## config.mk

```make
export PLATFORM = sky130hd
export DESIGN_NAME = jcs_out_skid
export DESIGN_NICKNAME = d
export VERILOG_FILES = /design/src/sv/jcs_pkg.sv /design/src/sv/jcs_out_skid.sv
export SDC_FILE = /design/constraint.sdc
export NUM_CORES = 1
export LEC_CHECK = 0
export BUFFER_PORTS_ARGS = -buffer_cell sky130_fd_sc_hd__clkbuf_2
export CAP_MARGIN = 20
export CORE_MARGIN = 2
export CORE_UTILIZATION = 49
export DETAILED_ROUTE_END_ITERATION = 10
export GPL_TIMING_DRIVEN = 0
export PLACE_DENSITY = 0.77
export SETUP_SLACK_MARGIN = 0.4
export SYNTH_ARGS = -nofsm -noshare
export SYNTH_HDL_FRONTEND = slang
export SYNTH_SLANG_ARGS = --single-unit
export TNS_END_PERCENT = 50
```

## constraint.sdc

```tcl
create_clock -name clk -period 1.55 [get_ports clk]
set_input_delay 0.31 -clock clk [delete_from_list [all_inputs] [get_ports clk]]
set_output_delay 0.31 -clock clk [all_outputs]
set_load 0.005 [all_outputs]
```

## src/sv/jcs_pkg.sv

```systemverilog
// Shared constants and the result word type for the JTAG command shifter.
package jcs_pkg;

  localparam int MAX_BYTES = 512;
  localparam int ADDR_W    = (MAX_BYTES > 1) ? $clog2(MAX_BYTES) : 1;
  localparam int CNT_W     = $clog2(MAX_BYTES + 1);
  localparam int BIT_W     = $clog2(MAX_BYTES * 8);
  localparam int TOT_W     = BIT_W + 1;

  localparam logic [7:0] OP_BOOT     = 8'h00;
  localparam logic [7:0] OP_ACK_A    = 8'h20;
  localparam logic [7:0] OP_ACK_B    = 8'h21;
  localparam logic [7:0] OP_TMS_ONLY = 8'h22;
  localparam logic [7:0] OP_TMS_TDI  = 8'h23;
  localparam logic [7:0] ACK_BYTE    = 8'h06;

  localparam logic REQ_HOST = 1'b0;
  localparam logic REQ_BIT  = 1'b1;

  typedef struct packed {
    logic       drive_valid;
    logic       tms_level;
    logic       tdi_level;
    logic       seq_end;
    logic       reply_valid;
    logic [7:0] reply_byte;
    logic       enter_boot;
  } result_t;

endpackage

```

## src/sv/jcs_out_skid.sv

```systemverilog
// Two-entry output buffer that parts the result channel from the command logic.
module jcs_out_skid
  import jcs_pkg::*;
(
  input  logic    clk,
  input  logic    rst_n,
  input  logic    push,
  input  result_t push_data,
  output logic    full,
  output logic    out_valid,
  input  logic    out_stall,
  output result_t out_data
);

  logic    out_valid_r;
  logic    skid_valid_r;
  result_t out_data_r;
  result_t skid_data_r;
  logic    out_free;

  assign out_free  = !out_valid_r || !out_stall;
  assign full      = skid_valid_r;
  assign out_valid = out_valid_r;
  assign out_data  = out_data_r;

  always_ff @(posedge clk) begin
    if (!rst_n) begin
      out_valid_r  <= 1'b0;
      skid_valid_r <= 1'b0;
    end else if (out_free) begin
      if (skid_valid_r) begin
        out_valid_r  <= 1'b1;
        skid_valid_r <= 1'b0;
      end else begin
        out_valid_r <= push;
      end
    end else if (push) begin
      skid_valid_r <= 1'b1;
    end
  end

  always_ff @(posedge clk) begin
    if (out_free) begin
      if (skid_valid_r) begin
        out_data_r <= skid_data_r;
      end else begin
        out_data_r <= push_data;
      end
    end else if (push) begin
      skid_data_r <= push_data;
    end
  end

endmodule

```

==> results of run 1 <==
-- routing by layer --
layer	track usage [%]	wire length (um)	vias up
met5	0	0	-
met4	9.21	50	0
met3	8.05	137	7
met2	21.9	839	26
met1	16.6	671	279
li1	-	-	282
-- kinds of logic after synthesis --
family	count (synthesis)
flip-flops	30
AND/OR/NAND/NOR	4
multiplexers	14
buffers and inverters	2
AO/OA/AOI/OAI	1
-- flip-flops by register name, summed over array words and instances (netlist names) --
name,cells
out_data,14
out_valid,1
full,1
skid_data_r,14
-- what timing repair did --
item / 4_1_cts / 5_1_grt
cloned: 0 / 1
endpoints found under the setup margin: 39 / 29
setup buffers: 0 / 1
gates resized for setup: 2 / 3
hold endpoints to repair: 0 / 0
hold buffers: 0 / 0
-- worst register-to-register path: stages (launching register included) --
cell and delay, ps:
dfxtp_2 360, buf_8 140, clkbuf_16 150, mux2_4 290
-- through the flow --
| stage | setup slack [ps] | hold slack (ps) | cell area, sq um |
|---|---|---|---|
| final | 379 | 182 | 1440 |
| after global routing | 359 | 156 | 1440 |
| after CTS | 358 | 165 | 1400 |
| after detailed placement | 195 | 510 | 1340 |
| after global placement | 206 | 504 | 1340 |
| after floorplan | 401 | 409 | 1130 |
-- area by class of cell --
type | count | area [sq um]
Tap cell | 28 | 35.0
Sequential cell | 30 | 883
Multi-Input combinational cell | 19 | 226
Clock buffer | 7 | 55.1
Timing Repair Buffer | 35 | 198
Fill cell | 157 | 753
Buffer | 2 | 35.0
Clock inverter | 1 | 5.00
-- final timing paths --
path                              end  slack, ps  cells after the start
max             out_data[5]$_DFFE_PP_        380                      3
min reg2reg     out_data[3]$_DFFE_PP_        550                      1
max reg2reg     out_data[5]$_DFFE_PP_        380                      3
min          skid_data_r[2]$_DFFE_PP_        180                      1
-- power by group --
part,switching [uW],total (uW),internal (uW)
combinational,48.8,118,69.1
sequential,10.4,940,929
clock,244,463,219
total,303,1520,1220
-- cell usage in the layout, fill, tap and decap left out --
master     instances
nor3b_1            1
clkbuf_16          1
buf_12             1
nor2_2             1
nand2_2            1
mux2_2             5
dfxtp_2            2
and3_2             1
clkbuf_8           1
clkinv_2           1
mux2_4             9
clkbuf_4           5
a21boi_0           1
edfxtp_1          28
clkbuf_1           1
clkbuf_2          33
buf_8              1
buf_4              1
==> metrics.md, run 1 <==
| Metric | Value |
|---|---|
| Maximum clock frequency | 854 MHz |
| Final core utilization | 65.6% |
| Worst reg2reg path startpoint | full$_SDFFE_PP0P_ |
| RSZ-0062 raised after global routing | yes |
| Async S/R FF share, synth | 0% |
| Lkg Pwr | between 0.0005 and 0.0006 uW |
| Synth top area share | 74.1% |
| Sink Count | 30 |
| Hpwl dp | roughly 1.2 mm |
| Synth warn | 0 |
| Largest family of logic cells by synthesized area | multiplexers |
| Net Count, Synth | 69 |
| Synth Register Bits | 30 |
| Total Routed Length | 1.70 mm |
| CTS root buf | clkbuf_4 |
| Synth Instances | 51 |
| Period utilization | 75.6% |
| Starting Density | 51.8% |
| Pwr/cell area | 1060 nW/um^2 |
| RePlAce Congestion | 0.648 |
| Ant. Diodes | 0 |
| Largest area contributor in the netlist | edfxtp_1 |
| Vias in the first global route | 570 |
| Die H | ~52 um |
| Main synth FF type | edfxtp_1 |
| Mean Syn Cell Area | 22.3 sq um |
| Final setup fails | 0 |
| Synth Area in Compound Gates | 0.662% |
| VDD IR-drop max | 0.648 mV |
| Worst-margin pin slew | 372 ps |
| Unique cell type count in the Yosys netlist | 11 |
| Synth top area cells | edfxtp_1, mux2_4, mux2_2, dfxtp_1, buf_12 |
| IO Count | 34 |
| Register area share after synthesis | 77.6% |
| Synth Area in Simple Gates | 2.09% |
| Die area | 2720 sq um |
| Worst setup EP type | register |
| Largest net degree at the start of global routing | 17 |
| Top-count cell post-synth | edfxtp_1 |
| CTS H-Tree Depth | 2 |
| Worst path cell trace | buf_8, clkbuf_16, mux2_4 |
| Total gr overflow | 0 |
| GR Util All Layers | about 15% |
| Routed vias | 594 |
| Ratio of cells with drive above 1 in the final layout | between 60% and 70% |
| Cells after DPL | roughly 110 |
| Final Net Count | between 100 and 150 |
| Critical path launch point type | register |
| Port Buffer Count | 33 |
| Cell Area, Synth | 1130 sq um |
| Critical path peak fanout | 7 |
| Chip Width | ~52 um |
| Clock Path Buffers | 2 |
| Clock skew | between 5 and 6 ps |
| Max stage delay on crit path | 360 ps |
| Core ar. | 2190 sq um |
| Worst path arrival time | 1250 ps |
| Worst hold start | push_data[2] |
| Outcome | finished, final reports clean |
| Hold Vio Cnt, Final | 0 |
| Antenna violations before repair | 0 |
| Initial DRC Count | 13 |
| Worst-Skew Late Latency | 320 ps |
| Pwr Total | 1520 uW |
| Slowest cell on crit path | dfxtp_2 |
| Kind of critical path | reg -> reg |
| Max_slew headroom | 75.1% |
| TritonRoute pass-1 iters | 3 |
| Path category of the worst min-delay check | in -> reg |
| Non-filler cells, final | approximately 120 |
| Rows | 17 |
| Portion of netlist area occupied by mux cells | about 17% |
| Buf/Inv on CP | 2 |
| Adder-cell share of the synthesized area | 0% |
| # DRC | 0 |
| Final antenna-violating net count | 0 |
| Slew Limit Fails | 0 |
| TritonCTS Buffers | 5 |
| First-pass GRT wire length | between 2 and 3 mm |
| DR vias/cell | 4.87 |
| Required time worst endpoint | between 1500 and 2000 ps |
| Cell family with the largest share of critical-path delay | flip-flops |
| Max Cap Viol | 0 |
| Clock-pin transition on the worst setup and hold timing paths | 90 ps |
| Syn-to-layout area delta | 26.7% |
| CTS tree | built |
| Crit path time final | 1170 ps |
| Post-Synth XOR/XNOR Area | 0% |
| Routed WL per cell | 13.9 um |
| Total negative slack | 0 ps |
| Commonest cells post-synth | edfxtp_1, mux2_4, mux2_2 |
| Number of flops mapped to enable cells by yosys | 28 |
| CP startpoint | full$_SDFFE_PP0P_ |
Note: power is estimated with default switching activity, not from simulation.
==> run 2: changes to the inputs <==
CORE_UTILIZATION = 44   (was 49)
PLACE_DENSITY = 0.74   (was 0.77)
clock period = 0.97 ns   (was 1.55 ns; I/O delays follow)
==> metrics.md, run 2 (synthesis gave the netlist of run 1 again) <==
| Metric | Value |
|---|---|
| Outcome | complete, but fails checks |
| Violated checks | negative setup slack |
| Most common cell after layout, fill and taps aside | clkbuf_2 |
| Critical path peak fanout | 5 |
| Total Routed Length | approximately 1.9 mm |
| Total gr overflow | 0 |
| IO Count | 34 |
| Psw | 491 uW |
| Final setup margin | -190 ps |
| Ant. Diodes | 0 |
| Vias in the first global route | 581 |
| CTS root buf | clkbuf_4 |
| Ratio of cells with drive above 1 in the final layout | 70.0% |
| DR vias/cell | ~4.8 |
| Worst setup EP type | register |
| Worst path arrival time | ~1200 ps |
| Hpwl dp | 1.19 mm |
| Part of the power in registers | 60.8% |
| TritonCTS Buffers | 5 |
| Sw frac | 19.9% |
| Pwr/cell area | 1580 nW/um^2 |
| GR Util All Layers | 14.1% |
| Kind of critical path | reg -> reg |
| Worst-Skew Late Latency | around 300 ps |
| Hold_buf cts | 0 |
| Final setup fails | 27 |
| Chip Width | 54.8 um |
| Clock Power Share | roughly 30% |
| Path category of the worst min-delay check | in -> reg |
| Maximum clock frequency | 862 MHz |
| VDD IR-drop max | 1.25 mV |
| Max_slew headroom | between 80% and 90% |
| CTS tree | built |
| Cell-internal power | 1980 uW |
| RePlAce Congestion | roughly 0.65 |
| Reg2Reg Depth | 3 |
| Die H | approximately 55 um |
| Most frequent cells in the layout | clkbuf_2, edfxtp_1, mux2_4 |
| DP Area | 1350 sq um |
| Worst reg2reg path startpoint | full$_SDFFE_PP0P_ |
| Syn-to-layout area delta | 37.7% |
| Worst Hold Depth | 1 |
| TritonRoute pass-1 iters | 4 |
| Worst-margin pin slew | 266 ps |
| Starting Density | around 46% |
| CP startpoint | full$_SDFFE_PP0P_ |
| Required time worst endpoint | 1020 ps |
| First-pass GRT wire length | 2.82 mm |
| CTS H-Tree Depth | 2 |
| Clock skew | 4.74 ps |
| Dpl ws | -285 ps |
| Sink Count | 30 |
| Lkg Pwr | approximately 0.00064 uW |
| # DRC | 0 |
| Antenna violations before repair | 0 |
| Cells after DPL | 114 |
| Core ar. | 2450 sq um |
| Routed vias | ~620 |
| Slew Limit Fails | 0 |
| Final Cell Area | 1560 sq um |
| Period utilization | 120% |
| Crit path time final | 1160 ps |
| Largest net degree at the start of global routing | 15 |
| Non-filler cells, final | 130 |
| RSZ-0062 raised after global routing | yes |
| Initial DRC Count | 12 |
| Max Cap Viol | 0 |
| Worst hold start | push_data[0] |
| Die area | 3000 sq um |
| Rows | 18 |
| Port Buffer Count | 33 |
| Final antenna-violating net count | 0 |
| Hold Vio Cnt, Final | 0 |
| Critical path launch point type | register |
| Clock Path Buffers | 2 |
| Comb power frac | around a tenth |
| Routed WL per cell | 14.7 um |
| Final Net Count | ~120 |
| Clock-pin transition on the worst setup and hold timing paths | about 90 ps |
-- run 2: cell count changes in the layout (fill, tap and decap cells not counted), moves of 2 or more --
cell and change:
buf_6 +4, nand2_8 +2, and3_4 +2, mux2_2 -5, mux2_4 +5
-- run 2: timing repair --
item	CTS	global route
setup buffers	3	2
resized for setup	17	2
cloned	2	1
pin swaps	5	1
setup endpoints to repair	60	60
-- run 2: per-layer routing --
layer	vias up	part of all wire [%]	global-route usage [%]	routed length, um
met5	-	0	0	0
met4	0	0.68	5.00	13
met3	2	5.8	4.64	110
met2	22	54	22.6	1030
met1	301	40	17.9	757
li1	299	-	-	-
-- run 2: cell type report --
cell class / instances / area [sq um]
Multi-Input combinational cell: 21 / 308
Clock buffer: 8 / 58.8
Tap cell: 30 / 37.5
Fill cell: 177 / 892
Buffer: 2 / 31.3
Timing Repair Buffer: 39 / 241
Sequential cell: 30 / 886
-- run 2: worst max-delay path, stage by stage, from the launching register on --
cell     delay, ps
dfxtp_2        350
buf_6          140
buf_12         130
mux2_4         300
-- run 2: path summary, 6_finish.rpt --
kind                                                 end  slack, ps
worst min-delay path            skid_data_r[0]$_DFFE_PP_         80
worst max register to register     out_data[4]$_DFFE_PP_       -190
worst max-delay path               out_data[4]$_DFFE_PP_       -190
worst min register to register     out_data[8]$_DFFE_PP_        560
-- run 2: metrics by stage --
stage	util, %	hold WS [ps]	total power (uW)	setup TNS (ps)
floorplan	-	293	1610	-2370
detailed placement	54.8	391	1720	-6030
CTS	62.4	69.6	2490	-4260
global route	63.7	53.1	2590	-3640
global placement	54.8	388	1710	-4780
finish	63.7	81.0	2470	-2570
-- run 2: power groups by stage --
stage          Sequential [uW]  Clock [uW]  Combinational (uW)
2_1_floorplan             1540           0                76.6
3_3_place_gp              1530           0                 178
3_5_place_dp              1530           0                 186
4_1_cts                   1510         752                 224
5_1_grt                   1510         818                 260
6_report                  1500         728                 239
==> run 3: changes to the inputs <==
SKIP_CTS_REPAIR_TIMING = 1   (was not set)
==> metrics.md, run 3 (synthesis gave the netlist of run 1 again) <==
| Metric | Value |
|---|---|
| CTS root buf | clkbuf_4 |
| Non-filler cells, final | 131 |
| Lkg Pwr | 0.000640 uW |
| Critical path peak fanout | 7 |
| VDD IR-drop max | 1.23 mV |
| Slowest cell on crit path | dfxtp_2 |
| Ratio of cells with drive above 1 in the final layout | 70.3% |
| Slew Limit Fails | 0 |
| Largest net degree at the start of global routing | 17 |
| Die area | 3000 sq um |
| Final setup fails | 45 |
| Routed WL per cell | 15.1 um |
| Total gr overflow | 0 |
| Period utilization | 120% |
| Total Routed Length | between 1.5 and 2 mm |
| Clock skew | 9.94 ps |
| Max_slew headroom | 83.5% |
| Critical path launch point type | register |
| Pwr/cell area | roughly 1600 nW/um^2 |
| Cells after DPL | 114 |
| CTS tree | built |
| Outcome | complete, but fails checks |
| Worst setup EP type | register |
| # DRC | 0 |
| Maximum clock frequency | roughly 860 MHz |
| Hold Vio Cnt, Final | 0 |
| Hpwl dp | 1.19 mm |
| Final antenna-violating net count | 0 |
| IO Count | 34 |
| Chip Width | 54.8 um |
| Ant. Diodes | 0 |
| Fill count | 176 |
| Worst path cell trace | buf_8, clkbuf_16, mux2_4 |
| Violated checks | negative setup slack |
| Worst-Skew Late Latency | 310 ps |
| RePlAce Congestion | roughly 0.65 |
| Die H | 54.8 um |
| Routed vias | 630 |
| Clock-pin transition on the worst setup and hold timing paths | about 100 ps |
| Crit path time final | 1160 ps |
| Worst path arrival time | 1220 ps |
| Comb power frac | 9.2% |
| First-pass GRT wire length | 2.56 mm |
| Final setup margin | -190 ps |
| TritonCTS Buffers | 5 |
| Port Buffer Count | 33 |
| Worst-margin pin slew | 247 ps |
| Max stage delay on crit path | approximately 350 ps |
| TritonRoute pass-1 iters | 4 |
| Part of the power in registers | about three fifths |
| Rows | 18 |
| Path category of the worst min-delay check | in -> reg |
| Antenna violations before repair | 0 |
| GR Util All Layers | about 13% |
| CTS H-Tree Depth | 2 |
| Required time worst endpoint | 1030 ps |
| Total negative slack | -4230 ps |
| Clock Power Share | between 20% and 30% |
| RSZ-0062 raised after global routing | yes |
| Kind of critical path | reg -> reg |
| DR vias/cell | 4.81 |
| Core ar. | 2450 sq um |
| Sw frac | between 20% and 30% |
| Most common cell after layout, fill and taps aside | clkbuf_2 |
| Final Net Count | between 100 and 150 |
| Most frequent cells in the layout | clkbuf_2, edfxtp_1, mux2_4 |
| Psw | around 500 uW |
| Initial DRC Count | 12 |
| Starting Density | 46.2% |
| Vias in the first global route | 558 |
| Syn-to-layout area delta | 37.2% |
| Sink Count | 30 |
| Max Cap Viol | 0 |
| Cell-internal power | between 1500 and 2000 uW |
| Clock Path Buffers | 2 |
## run 3: cell types whose count changed in the layout (fill, tap and decap cells not counted), sizes merged
cell,change
and3,-1
buf,+1
clkbuf,+1
## run 3: final cells by class
class	count	area, sq um	area share (%)
flip-flops and latches	30	886	56.9
multi-input cells	20	297	19.1
repair buffers	41	243	15.6
clock buffers	8	58.8	3.78
well taps	30	37.5	2.41
plain buffers	2	35.0	2.25
## run 3: worst paths after layout
check / slack, ps / to / from / depth (start not counted)
hold / removal: 70 / skid_data_r[12]$_DFFE_PP_ / push_data[12] / 1
setup reg to reg: -190 / out_data[9]$_DFFE_PP_ / full$_SDFFE_PP0P_ / 3
hold reg to reg: 550 / out_data[2]$_DFFE_PP_ / skid_data_r[2]$_DFFE_PP_ / 1
setup / recovery: -190 / out_data[9]$_DFFE_PP_ / full$_SDFFE_PP0P_ / 3
## run 3: per-stage QoR
stage | instance area (sq um) | worst slack, ps | util (%) | power (uW) | hold slack, ps
CTS | 1400 | -309 | 57.2 | 2440 | 68.0
floorplan | 1140 | -149 | - | 1610 | 293
finish | 1560 | -190 | 63.4 | 2480 | 69.5
global placement | 1350 | -194 | 54.8 | 1710 | 388
global route | 1560 | -207 | 63.4 | 2590 | 43.3
detailed placement | 1350 | -285 | 54.8 | 1720 | 391
## run 3: critical path, delay by kind of cell (launching register included)
kind,cells,cell delay [ps]
multiplexers,1,290
flip-flops,1,350
buffers and inverters,2,280
## run 3: layer usage
metal	vias to the layer above	wire [um]	track usage (%)
met3	2	118	4.64
met5	-	0	0
met4	0	12	5.00
li1	300	-	-
met1	308	819	14.3
met2	20	1030	21.6
## run 3: power by group through the flow
stage	logic (uW)	clock network (uW)	registers [uW]
after global routing	247	830	1520
after global placement	178	0	1530
after floorplan	76.6	0	1540
final	227	741	1510
after detailed placement	186	0	1530
after CTS	187	752	1500
